$ cat config.mk
export PLATFORM = sky130hd
export DESIGN_NAME = cmg_flow
export DESIGN_NICKNAME = d
export VERILOG_FILES = /design/src/rtl/core/contrast_modulated_grating_pixel_assert.svh /design/src/rtl/core/cmg_pkg.sv /design/src/rtl/core/cmg_flow.sv
export SDC_FILE = /design/constraint.sdc
export NUM_CORES = 1
export LEC_CHECK = 0
export BUFFER_PORTS_ARGS = -buffer_cell sky130_fd_sc_hd__buf_2
export CELL_PAD_IN_SITES_DETAIL_PLACEMENT = 1
export CELL_PAD_IN_SITES_GLOBAL_PLACEMENT = 2
export CORE_ASPECT_RATIO = 1.5
export CORE_MARGIN = 2
export CORE_UTILIZATION = 29
export DETAILED_ROUTE_END_ITERATION = 12
export PLACE_DENSITY_LB_ADDON = 0.1
export SYNTH_ARGS = -nofsm -noshare
export SYNTH_HDL_FRONTEND = slang
export SYNTH_SLANG_ARGS = --single-unit
$ cat constraint.sdc
create_clock -name clk -period 1.9 [get_ports clk]
set_clock_uncertainty 0.05 [all_clocks]
set_input_delay 0.19 -clock clk [delete_from_list [all_inputs] [get_ports clk]]
set_output_delay 0.19 -clock clk [all_outputs]
set_load 0.02 [all_outputs]
$ cat src/rtl/core/contrast_modulated_grating_pixel_assert.svh
// ----------------------------------------------------------------------------
// Contrast-modulated grating pixel: assertion macros
// Immediate-consequence and next-cycle checks on the block clock and reset.
// ----------------------------------------------------------------------------
`ifndef CONTRAST_MODULATED_GRATING_PIXEL_ASSERT_SVH
`define CONTRAST_MODULATED_GRATING_PIXEL_ASSERT_SVH

// cons holds in the same cycle as ante
`define CMG_ASSERT_NOW(lbl, ante, cons) \
  lbl: assert property (@(posedge clk) disable iff (rst) (ante) |-> (cons)) \
    else $error("cmg: same-cycle check failed");

// cons holds in the cycle after ante
`define CMG_ASSERT_NEXT(lbl, ante, cons) \
  lbl: assert property (@(posedge clk) disable iff (rst) (ante) |=> (cons)) \
    else $error("cmg: next-cycle check failed");

`endif

$ cat src/rtl/core/cmg_pkg.sv
`timescale 1ns / 1ps
// ----------------------------------------------------------------------------
// cmg_pkg
// Shared constants, register indexes and pipeline control type.
// ----------------------------------------------------------------------------
package cmg_pkg;

  localparam int NSTG = 14;

  localparam logic [15:0] SIN_A = 16'd51472;
  localparam logic [15:0] SIN_B = 16'd21024;
  localparam logic [15:0] SIN_C = 16'd2320;
  localparam logic [15:0] HALF_Q15 = 16'd32768;
  localparam logic [15:0] QUARTER_TURN = 16'd16384;

  localparam logic signed [10:0] MAX_HALF_WIDTH = 11'sd1023;
  localparam logic [16:0] LUM_MAX = 17'd131071;
  localparam logic [15:0] CONTRAST_RST = 16'd16384;
  localparam logic signed [18:0] UNITY_Q15 = 19'sd32768;
  localparam logic signed [17:0] ENV_OFFSET = 18'sd32768;

  typedef enum logic [2:0] {
    REG_CARRIER_ANGLE  = 3'd0,
    REG_CARRIER_FREQ   = 3'd1,
    REG_CARRIER_PHASE  = 3'd2,
    REG_ENVELOPE_ANGLE = 3'd3,
    REG_ENVELOPE_FREQ  = 3'd4,
    REG_ENVELOPE_PHASE = 3'd5,
    REG_CONTRAST       = 3'd6,
    REG_MEAN_LUM       = 3'd7
  } cfg_reg_t;

  typedef struct packed {
    logic            en;
    logic [NSTG-1:0] vld;
    logic            out_vld;
    logic            out_load;
    logic            out_from_skid;
    logic            skid_load;
  } flow_t;

endpackage

$ cat src/rtl/core/cmg_flow.sv
`timescale 1ns / 1ps
// ----------------------------------------------------------------------------
// cmg_flow
// Valid pipeline, output register and skid word control.
// ----------------------------------------------------------------------------
module cmg_flow import cmg_pkg::*; (
  input  logic  clk,
  input  logic  rst,
  input  logic  in_valid,
  input  logic  out_stall,
  output flow_t flow
);

  logic [NSTG-1:0] vld;
  logic            out_vld;
  logic            skid_vld;
  logic            en;
  logic            new_vld;
  logic            out_free;

  assign en       = !skid_vld;
  assign new_vld  = vld[NSTG-1] && en;
  assign out_free = !out_vld || !out_stall;

  always_ff @(posedge clk) begin
    if (rst) begin
      vld      <= '0;
      out_vld  <= 1'b0;
      skid_vld <= 1'b0;
    end else begin
      if (en) begin
        vld <= {vld[NSTG-2:0], in_valid};
      end
      if (out_free) begin
        out_vld  <= skid_vld || new_vld;
        skid_vld <= 1'b0;
      end else if (new_vld) begin
        skid_vld <= 1'b1;
      end
    end
  end

  always_comb begin
    flow.en            = en;
    flow.vld           = vld;
    flow.out_vld       = out_vld;
    flow.out_load      = out_free;
    flow.out_from_skid = skid_vld;
    flow.skid_load     = !out_free && new_vld;
  end

endmodule
# Yosys cells after proc, flatten, opt, wreduce, memory -nomap -nowiden
# Index checks and enable logic that the tools add are counted.
dict set report classes {
  reduce_logical 9
}
# cell count
set op_table {}
lappend op_table {{1-bit logical NOT} 4}
lappend op_table {{1-bit logical AND} 2}
lappend op_table {{1-bit logical OR} 2}
lappend op_table {{2-bit OR reduction} 1}
dict set report word_totals {
  register_bits 16
  elab_cells 12
}

# Longest topological paths before layout
dict set report depth {
  ltp_word 4
  ltp_mapped 4
}

# Worst setup path after synthesis
# OpenSTA, ideal clock, no wires.
dict set report synth_timing {
  kind {reg-to-output}
  start {register skid_vld}
  end {output port flow[0] (netlist bit)}
  t_arrival_ns 1.103
  path_buffers 2
  path_slack_ns 0.557
  stages_incl_launch_ff 4
  required_ns 1.660
  path_cell_list {dfxtp_1 buf_6 buf_12 nor3b_1}
}
# item line_no
set synth_lines {}
lappend synth_lines {{from (decl)} cmg_flow.sv:16} ;# logic skid_vld;
lappend synth_lines {{from (signal assigned)} cmg_flow.sv:29} ;# skid_vld <= 1'b0;
lappend synth_lines {{from (signal assigned)} cmg_flow.sv:36} ;# skid_vld <= 1'b0;
lappend synth_lines {{from (signal assigned)} cmg_flow.sv:38} ;# skid_vld <= 1'b1;
lappend synth_lines {{to (decl)} cmg_flow.sv:11} ;# output flow_t flow

==> run metrics <==
number of nets in the final layout a little over 80; antenna violations before repair 0; synthesized cell area 621 µm²; Slowest-stage cell, CP sky130_fd_sc_hd__dfxtp_1; startpoint-to-endpoint class of the critical path flip-flop to output pin; iteration-0 DRC count of the detailed router 14; kind of capture point of the worst setup path output pin; highest-count cells in the layout ignoring fill and taps 22 x sky130_fd_sc_hd__buf_2, 16 x sky130_fd_sc_hd__dfxtp_1, 14 x sky130_fd_sc_hd__mux2i_1, 14 x sky130_fd_sc_hd__nor2_1, 3 x sky130_fd_sc_hd__clkbuf_4; H-tree Lvls 1; RSZ-0062 raised after global routing false; Total Power Consumption 582 µW; net load switching power approximately 120 µW; placeable core area a little over 2000 µm²; port buffer count 22; post-route setup TNS 0 ps; maximum achievable frequency slightly above 700 MHz; layout cell share with drive strength beyond 1 between 30% and 40%; post-synthesis average cell area ~11 µm²; deepest clock path buffer count 2; sum of buffers and inverters on the critical path 2; result of the run finished, final reports clean; Seq cells post-synth 16; initial core utilization a little under a third; hold-fix buffer count after cts 0; biggest fanout along the worst timing path 9; most common library cell in the layout ignoring fill and taps sky130_fd_sc_hd__buf_2; via count of the first global-routing pass between 400 and 500; Post-Place Cell Area about 700 µm²; number of cells upsized or downsized after cts 0; first-pass iteration count of the detailed router 2; clock buffer count from CTS 3; Avg WL per Cell about 11 µm; part of the total power dissipated in sequential elements 58.6%; cell area after layout 738 µm²; Placer Congestion roughly 0.6; Clock Sinks 16; Power Dens Cells approximately 790 nW/µm²; total number of yosys warnings 0; post-synthesis net count between 60 and 70; number of max-cap violations 0; Final Max Slew Viols 0; post-detailed-route count of antenna-violating nets 0; post-CTS setup repair buffer count 0; crit path time final ~1400 ps; CTS Root Buffer Type sky130_fd_sc_hd__clkbuf_4; crit-path leading delay family buffers and inverters; part of the total power dissipated in the clock network 38.1%; internal reg-to-reg setup slack 950 ps; Int Power ~460 µW; DPL Wire Length approximately 810 µm; worst stage delay on the critical path approximately 320 ps; clock-pin slew of the registers on the worst-case setup and hold paths 90 ps; worst IR drop on VDD between 0.3 and 0.4 mV; pin slew with the least headroom to its limit roughly 300 ps; sequential cell area fraction in the yosys report 51.6%; I/O pins 23; total DRC errors in the routed layout 0; post-synthesis instance total between 50 and 60; clock tree from TritonCTS built; global-route wire length before repair about 1900 µm; LEAKAGE 0.316 nW; maximum number of pins on one net before global-route repair 17; clock network latency to the later pin of the worst-skew pair about 280 ps; max-slew headroom at the worst pin about 79%; distinct cell type count after synthesis 14; via count of the routed design between 400 and 500; switching share of total power between 20% and 30%; GRT Total Usage roughly a tenth; Data arrival, critical path between 1000 and 1500 ps; row count 20; path category of the worst min-delay check input port to flip-flop; crit path cell chain buf_4 > nor3b_1 > buf_2; number of setup violations in the final report 0; FILL cells approximately 250; part of the power in combinational logic approximately 3.4%; via/cell ratio roughly 4.6; antenna cells 0; Die Area 2530 µm²; data required time of the critical path roughly 1700 ps; share of the clock period used by the worst path about 73%; element type at the critical path start flip-flop; Congestion Overflow GR 0; synthesis-to-layout area growth 19.0%; Post-Route WL 1110 µm; final hold violation count 0; Die Y around 60 µm; Die Wd roughly 42 µm
per-layer routing:
| metal | wire length, µm | GRT usage, % | part of all wire [%] |
|---|---|---|---|
| met3 | 68 | 2.68 | 6.1 |
| met5 | 0 | 0 | 0 |
| met1 | 496 | 11.7 | 45 |
| met2 | 518 | 15.8 | 47 |
| met4 | 29 | 9.68 | 2.6 |
cell families after synthesis:
family | Yosys count | share of synthesized area, %
buffers and inverters | 9 | 12.1
flip-flops | 16 | 51.6
multiplexers | 14 | 22.6
AO/OA/AOI/OAI | 1 | 0.806
AND/OR/NAND/NOR | 18 | 12.9
registers in the layout (all words and copies together), names as in the netlist:
register,flops
skid_vld,1
out_vld,1
vld,14
path summary, 6_finish.rpt:
path | start | end | depth (start not counted)
max | skid_vld | flow[0] | 3
min | in_valid | vld[0] | 3
max reg2reg | skid_vld | vld[0] | 3
min reg2reg | vld[1] | vld[2] | 2
cell usage after synthesis, drive strengths merged:
| library cell | count | share of area [%] |
|---|---|---|
| mux2i | 14 | 23 |
| dfxtp | 16 | 52 |
| nor3 | 1 | 1.6 |
| nand2 | 1 | 0.60 |
| nor3b | 1 | 1.2 |
| nor2 | 15 | 9.5 |
| buf | 7 | 11 |
| a21oi | 1 | 0.81 |
| inv | 1 | 0.60 |
| clkbuf | 1 | 0.81 |
final cells by class:
type | instances | area (µm²) | area share [%]
sequential | 16 | 320 | 43.4
inverter | 1 | 3.75 | 0.508
clock buffer | 4 | 36.3 | 4.92
multi-input combinational | 33 | 225 | 30.5
timing repair buffer | 24 | 125 | 16.9
tap | 22 | 27.5 | 3.73
power by group through the flow:
| stage | clock, mW | sequential [mW] | combinational (mW) |
|---|---|---|---|
| final | 0.222 | 0.341 | 0.0195 |
| after global routing | 0.251 | 0.342 | 0.0222 |
| after CTS | 0.236 | 0.341 | 0.0200 |
| after detailed placement | 0 | 0.349 | 0.0200 |
| after global placement | 0 | 0.349 | 0.0200 |
| after floorplan | 0 | 0.353 | 0.00866 |
tightest hold or removal path, stage by stage:
cell                      delay [ps]
sky130_fd_sc_hd__buf_2            70
sky130_fd_sc_hd__mux2i_1          50
sky130_fd_sc_hd__nor2_1           80
through the flow:
stage | worst slack, ps | util (%) | hold slack [ps] | std cells
4_1_cts | 473 | 36.4 | 80.8 | 100
3_3_place_gp | 833 | 34.6 | 372 | 96
6_report | 516 | 36.4 | 87.7 | 100
5_1_grt | 396 | 36.4 | 121 | 100
2_1_floorplan | 557 | - | 284 | 58
3_5_place_dp | 804 | 34.6 | 392 | 96
Note: power is estimated with default switching activity, not from simulation.
