File: src/rtl/core/contrast_modulated_grating_pixel_assert.svh
// ----------------------------------------------------------------------------
// Contrast-modulated grating pixel: assertion macros
// Immediate-consequence and next-cycle checks on the block clock and reset.
// ----------------------------------------------------------------------------
`ifndef CONTRAST_MODULATED_GRATING_PIXEL_ASSERT_SVH
`define CONTRAST_MODULATED_GRATING_PIXEL_ASSERT_SVH

// cons holds in the same cycle as ante
`define CMG_ASSERT_NOW(lbl, ante, cons) \
  lbl: assert property (@(posedge clk) disable iff (rst) (ante) |-> (cons)) \
    else $error("cmg: same-cycle check failed");

// cons holds in the cycle after ante
`define CMG_ASSERT_NEXT(lbl, ante, cons) \
  lbl: assert property (@(posedge clk) disable iff (rst) (ante) |=> (cons)) \
    else $error("cmg: next-cycle check failed");

`endif

File: src/rtl/core/cmg_pkg.sv
`timescale 1ns / 1ps
// ----------------------------------------------------------------------------
// cmg_pkg
// Shared constants, register indexes and pipeline control type.
// ----------------------------------------------------------------------------
package cmg_pkg;

  localparam int NSTG = 14;

  localparam logic [15:0] SIN_A = 16'd51472;
  localparam logic [15:0] SIN_B = 16'd21024;
  localparam logic [15:0] SIN_C = 16'd2320;
  localparam logic [15:0] HALF_Q15 = 16'd32768;
  localparam logic [15:0] QUARTER_TURN = 16'd16384;

  localparam logic signed [10:0] MAX_HALF_WIDTH = 11'sd1023;
  localparam logic [16:0] LUM_MAX = 17'd131071;
  localparam logic [15:0] CONTRAST_RST = 16'd16384;
  localparam logic signed [18:0] UNITY_Q15 = 19'sd32768;
  localparam logic signed [17:0] ENV_OFFSET = 18'sd32768;

  typedef enum logic [2:0] {
    REG_CARRIER_ANGLE  = 3'd0,
    REG_CARRIER_FREQ   = 3'd1,
    REG_CARRIER_PHASE  = 3'd2,
    REG_ENVELOPE_ANGLE = 3'd3,
    REG_ENVELOPE_FREQ  = 3'd4,
    REG_ENVELOPE_PHASE = 3'd5,
    REG_CONTRAST       = 3'd6,
    REG_MEAN_LUM       = 3'd7
  } cfg_reg_t;

  typedef struct packed {
    logic            en;
    logic [NSTG-1:0] vld;
    logic            out_vld;
    logic            out_load;
    logic            out_from_skid;
    logic            skid_load;
  } flow_t;

endpackage

File: src/rtl/core/cmg_sin.sv
`timescale 1ns / 1ps
// ----------------------------------------------------------------------------
// cmg_sin
// Four-stage Q15 sine of a 16-bit turn angle, quarter-wave polynomial.
// ----------------------------------------------------------------------------
module cmg_sin import cmg_pkg::*; (
  input  logic               clk,
  input  logic               en,
  input  logic [15:0]        angle,
  output logic signed [16:0] value
);

  logic        neg [3];
  logic [15:0] arg [3];
  logic [15:0] sq  [2];
  logic [15:0] t1;
  logic [15:0] t2;
  logic [15:0] fold;
  logic [15:0] u;
  logic [15:0] w;
  logic [31:0] p_sq;
  logic [31:0] p_t1;
  logic [31:0] p_t2;
  logic [31:0] p_s;

  always_comb begin
    fold = {1'b0, angle[13:0], 1'b0};
    if (angle[14]) begin
      fold = HALF_Q15 - fold;
    end
  end

  assign p_sq = 32'(fold) * 32'(fold);
  assign p_t1 = 32'(SIN_C) * 32'(sq[0]);
  assign u    = SIN_B - t1;
  assign p_t2 = 32'(u) * 32'(sq[1]);
  assign w    = SIN_A - t2;
  assign p_s  = 32'(w) * 32'(arg[2]);

  always_ff @(posedge clk) begin
    if (en) begin
      neg[0] <= angle[15];
      arg[0] <= fold;
      sq[0]  <= p_sq[30:15];
      neg[1] <= neg[0];
      arg[1] <= arg[0];
      sq[1]  <= sq[0];
      t1     <= p_t1[30:15];
      neg[2] <= neg[1];
      arg[2] <= arg[1];
      t2     <= p_t2[30:15];
      value  <= neg[2] ? -$signed({1'b0, p_s[30:15]}) : $signed({1'b0, p_s[30:15]});
    end
  end

endmodule

File: config.mk
export PLATFORM = sky130hd
export DESIGN_NAME = cmg_sin
export DESIGN_NICKNAME = d
export VERILOG_FILES = /design/src/rtl/core/contrast_modulated_grating_pixel_assert.svh /design/src/rtl/core/cmg_pkg.sv /design/src/rtl/core/cmg_sin.sv
export SDC_FILE = /design/constraint.sdc
export NUM_CORES = 2
export LEC_CHECK = 0
export BUFFER_PORTS_ARGS = -buffer_cell sky130_fd_sc_hd__buf_4
export CELL_PAD_IN_SITES_DETAIL_PLACEMENT = 1
export CELL_PAD_IN_SITES_GLOBAL_PLACEMENT = 1
export CORE_UTILIZATION = 48
export CTS_CLUSTER_SIZE = 28
export DETAILED_ROUTE_END_ITERATION = 16
export PLACE_DENSITY = 0.77
export SYNTH_ARGS = -nofsm -noshare
export SYNTH_HDL_FRONTEND = slang
export SYNTH_SLANG_ARGS = --single-unit
export TNS_END_PERCENT = 10
File: constraint.sdc
create_clock -name clk -period 8.7 [get_ports clk]
set_input_delay 0 -clock clk [delete_from_list [all_inputs] [get_ports clk]]
set_output_delay 0 -clock clk [all_outputs]
set_load 0.02 [all_outputs]
## After elaboration in Yosys (flattened, before gate mapping)

Memories as Yosys holds them, arrays and structs flattened.
Cells that the tools add are included.

| operators by class | value |
|---|---|
| $add $sub $neg | 4 |
| multipliers | 4 |
| mux-type cells | 4 |

Operators with widths:

| kind | number |
|---|---|
| multiplier 16 x 16 -> 31 bit | 3 |
| 2-to-1 mux 16 bit | 2 |
| multiplier 8 x 16 -> 24 bit (first input constant) | 1 |
| negation 16 -> 17 bit | 1 |
| subtractor 15 x 13 -> 16 bit (first input constant) | 1 |
| subtractor 16 x 15 -> 16 bit (first input constant) | 1 |
| subtractor 16 bit (first input constant) | 1 |
| 2-to-1 mux 1 bit | 2 |

| storage, ports and cells | value |
|---|---|
| flip-flop bits (word level) | 46 |
| memory bits (writable) | 83 |
| input bits | 18 |
| word-level logic and storage cells | 19 |
| memories | 3 |

Memories:

| memory | depth | width | read ports | clocked after Yosys merged registers in | write ports | line | source |
|---|---|---|---|---|---|---|---|
| arg | 3 | 16 | 3 | 0 | 3 | cmg_sin.sv:14 | `logic [15:0] arg [3];` |
| sq | 2 | 16 | 2 | 0 | 2 | cmg_sin.sv:15 | `logic [15:0] sq [2];` |
| neg | 3 | 1 | 3 | 0 | 3 | cmg_sin.sv:13 | `logic neg [3];` |

## Logic depth before layout (Yosys ltp)

| logic depth | value |
|---|---|
| depth in word-level cells | 4 |
| depth in mapped cells | 34 |

## Least setup slack after synthesis

Ideal clock, no wire load.

| timing | value |
|---|---|
| kind | flip-flop to flip-flop |
| start | register t2[0] |
| end | register value[16], data pin |
| data arrival time | 8.056 ns |
| path slack | 0.385 ns |
| cell stages (with the launch flop) | 32 |
| path buffers | 3 |
| cells stage by stage | edfxtp_1 -> clkbuf_1 -> inv_1 -> ha_1 -> nand2_1 -> and2_1 -> nor4_1 -> nor2b_1 -> o31a_1 -> or3_1 -> xnor2_1 -> clkbuf_1 -> nand2_1 -> fa_1 -> fa_1 -> inv_1 -> fa_1 -> fa_1 -> fa_1 -> inv_1 -> fa_1 -> inv_1 -> ha_1 -> and2_1 -> a41oi_1 -> o311ai_2 -> buf_2 -> nor3_1 -> o31ai_1 -> or3_1 -> nand2b_1 -> o31a_1 |

| on the way | value |
|---|---|
| word-level cells in the longest chain between the ends | 3 |

RTL lines:

| element | line | source |
|---|---|---|
| start: declaration | cmg_sin.sv:17 | `logic [15:0] t2;` |
| start signal: assignment | cmg_sin.sv:51 | `t2 <= p_t2[30:15];` |
| subtractor 16 bit | cmg_sin.sv:37 | `assign w = SIN_A - t2;` |
| multiplier 16 x 16 -> 31 bit | cmg_sin.sv:38 | `assign p_s = 32'(w) * 32'(arg[2]);` |
| negation 16 -> 17 bit | cmg_sin.sv:52 | `value <= neg[2] ? -$signed({1'b0, p_s[30:15]}) : $signed({1'b0, p_s[30:15]});` |
| end signal: assignment | cmg_sin.sv:52 |  |
| end: declaration | cmg_sin.sv:10 | `output logic signed [16:0] value` |

Every way passes these cells.
A chain may end at the register's enable or synchronous reset.

## Worst setup path after layout

Ends and elaborated chain as after synthesis.

==> results_dict.tcl <==
set metrics [dict create \
    port_buffers 34 \
    cp.required_ns 8.91 \
    grt_max_degree 71 \
    cts_tree "done" \
    drt_iter0_markers 939 \
    cts_buffer_depth 2 \
    criticalPathCategory "reg2reg" \
    num_rows 86 \
    cpMaxStageDelayCell "fa_1" \
    synth_area_leader_cell "fa_1" \
    yosys-top-cells-area "fa_1 37%, ha_1 16%, edfxtp_1 14%, inv_1 9.5%, nand2_1 5.0%" \
    diodes 0 \
    cp-end-kind "register" \
    setup_violations 0 \
    gr-total-overflow 0 \
    max_freq_ghz 0.120 \
    status "finished, final reports clean" \
    cts_buffers 17 \
    slew_headroom_pct 34.1 \
    die-width_um 239 \
    antenna_found_initial 1 \
    max_cap_violations 0 \
    path_buf_inv 4 \
    dieArea_mm2 0.0571 \
    final.fill_count 6308 \
    syn_avg_cell_area_um2 9.61 \
    clkSlewWorstSetupHoldPaths_ns 0.06 \
    num-nets-final 3723 \
    syn_inst 2803 \
    rrSetupSlack_ns 0.36 \
    antenna_left 0 \
    cp_common_cell "fa_1" \
    arrival_ns 8.55 \
    reg2reg_depth 24 \
    rsz0062_at_grt "true" \
    gp_congestion 0.844 \
    die_h_um 239 \
    ys.warnings.count 0 \
    fin_crit_sh_pct 95.8 \
    synth_enable_flop_cells 126 \
    design_area_mm2 0.0291 \
    initial_core_util_pct 48.7 \
    grt_use_total_pct 25.1 \
    hold_violations 0 \
    cts_root_buf "clkbuf_16" \
    drc_errors 0 \
    clock_sinks 126 \
    finalCriticalPeriod_ns 8.34 \
    drt_wl_total_um 68400 \
    crit_cells 24 \
    num_vias 19100 \
    pin_count 35 \
    critPathTopFamily "adder cells" \
    core_area_mm2 0.0553 \
    via_per_inst 5.29 \
    area_delta_synth_final_pct 7.92 \
    synthArstFlopShare_pct 0 \
    grt_pass1_wl_um 112000 \
    grt_pass1_vias 22400 \
    placed_area_mm2 0.0283 \
    syn_area_mm2 0.0269 \
    synth_seq_area_share_pct 14.0 \
    cp_cell_sequence "buf_4, o41ai_4, nand3b_1, a211o_1, xnor2_1, nand2_1, fa_1, fa_1, inv_1, fa_1, fa_1, fa_1, inv_1, fa_1, inv_1, ha_1, a211o_1, a21oi_1, o211ai_1, a31oi_2, mux2i_1, or3_1, nand2b_1, o31a_1" \
    post-dp-hpwl_um 55700 \
    clk_latency_ns 0.46 \
    drive_gt1_share_pct 5.69 \
    crit_fanout 16 \
    drt-pass1-iter-count 5 \
    hp-class "in2reg" \
    synth_top_area_share_pct 37.5 \
    skew_ns 0.0112 \
    worst_pin_slew_ns 0.981 \
    ys.flop_type "edfxtp_1" \
    synth-seq-cells 126 \
    critPathLaunchType "register" \
    yosysUniqueCellTypes 74 \
    h-tree-depth 4 \
    min_path_cells 3 \
    cpPeakStageDelay_ns 0.55 \
    post_drt_wl_per_cell_um 18.9 \
    drv_slew 0 \
]
-- metal layers --
| metal | wire (µm) | GRT usage [%] | up-vias |
|---|---|---|---|
| li1 | - | - | 8605 |
| met1 | 26300 | 28.4 | 9920 |
| met2 | 36900 | 47.2 | 417 |
| met3 | 2310 | 2.71 | 172 |
| met4 | 2850 | 11.5 | 0 |
| met5 | 0 | 0 | - |
-- cells in the mapped netlist (32+ instances only) --
cell / count
a21oi_1: 37
and2_1: 200
clkbuf_1: 74
edfxtp_1: 126
fa_1: 504
ha_1: 349
inv_1: 679
nand2_1: 359
nor2_1: 120
o21ai_0: 35
xnor2_1: 75
xor2_1: 32
-- worst min-delay path, delay by kind of cell --
family                 cells  cell delay, ns
XOR/XNOR                   1            0.12
buffers and inverters      2            0.25
-- state kept, by name, summed over array words and instances (netlist names) --
register	flops
arg	45
sq	32
value	17
t2	16
t1	13
neg	3
-- final cells by class --
class,count,area (µm²),area share [%]
inverters,684,2570,8.85
flip-flops and latches,126,3780,13.0
clock buffers,18,429,1.48
repair buffers,99,748,2.57
well taps,748,936,3.22
clock inverters,14,109,0.374
multi-input cells,1924,20500,70.5
-- cells by family (layout without fill, tap and decap cells) --
kind of cell	after synthesis	in the layout	share of synthesized area, %
simple gates	774	774	13.4
fa+ha+maj	853	853	53.7
mux	1	1	0.0372
other cells	2	10	0.0279
xor+xnor	109	109	3.60
flops	126	126	14.0
compound gates	177	177	4.54
buf+inv	761	815	10.7
-- repair_timing --
action,in CTS,in global routing
setup buffers,0,5
resized for setup,1,23
endpoints found under the hold margin,2,0
hold buffers,2,0
endpoints found under the setup margin,1,17
pin swaps,0,6
-- worst paths after layout --
path | from | endpoint
min reg2reg | arg[0][18] | arg[0][34]
min | angle[5] | arg[0][6]
max reg2reg | t2[0] | value[16]
max | t2[0] | value[16]
-- per-stage QoR --
| stage | worst slack (ns) | TNS (ns) | hold WS, ns | utilization (%) | instances |
|---|---|---|---|---|---|
| after floorplan | 0.385 | 0 | 0.0989 | - | 2811 |
| after global placement | 0.296 | 0 | 0.179 | 51.2 | 3574 |
| after detailed placement | 0.0154 | 0 | 0.182 | 51.2 | 3574 |
| after CTS | 0.0857 | 0 | 0.0294 | 52.2 | 3608 |
| after global routing | -0.0484 | -0.106 | 0.0621 | 52.6 | 3613 |
| final | 0.363 | 0 | 0.0465 | 52.6 | 3613 |
-- layout by cell type, fill, tap and decap left out, drive strengths merged, types with 15 or more instances in the layout --
master	count
a21o	15
a21oi	38
and2	200
buf	97
clkbuf	18
edfxtp	126
fa	504
ha	349
inv	686
nand2	360
nor2	121
nor3	23
o21ai	38
xnor2	76
xor2	33
Power is left out: the tool's default activity adds up to more than one toggle a clock period on the data nets, which glitch-free logic cannot reach.
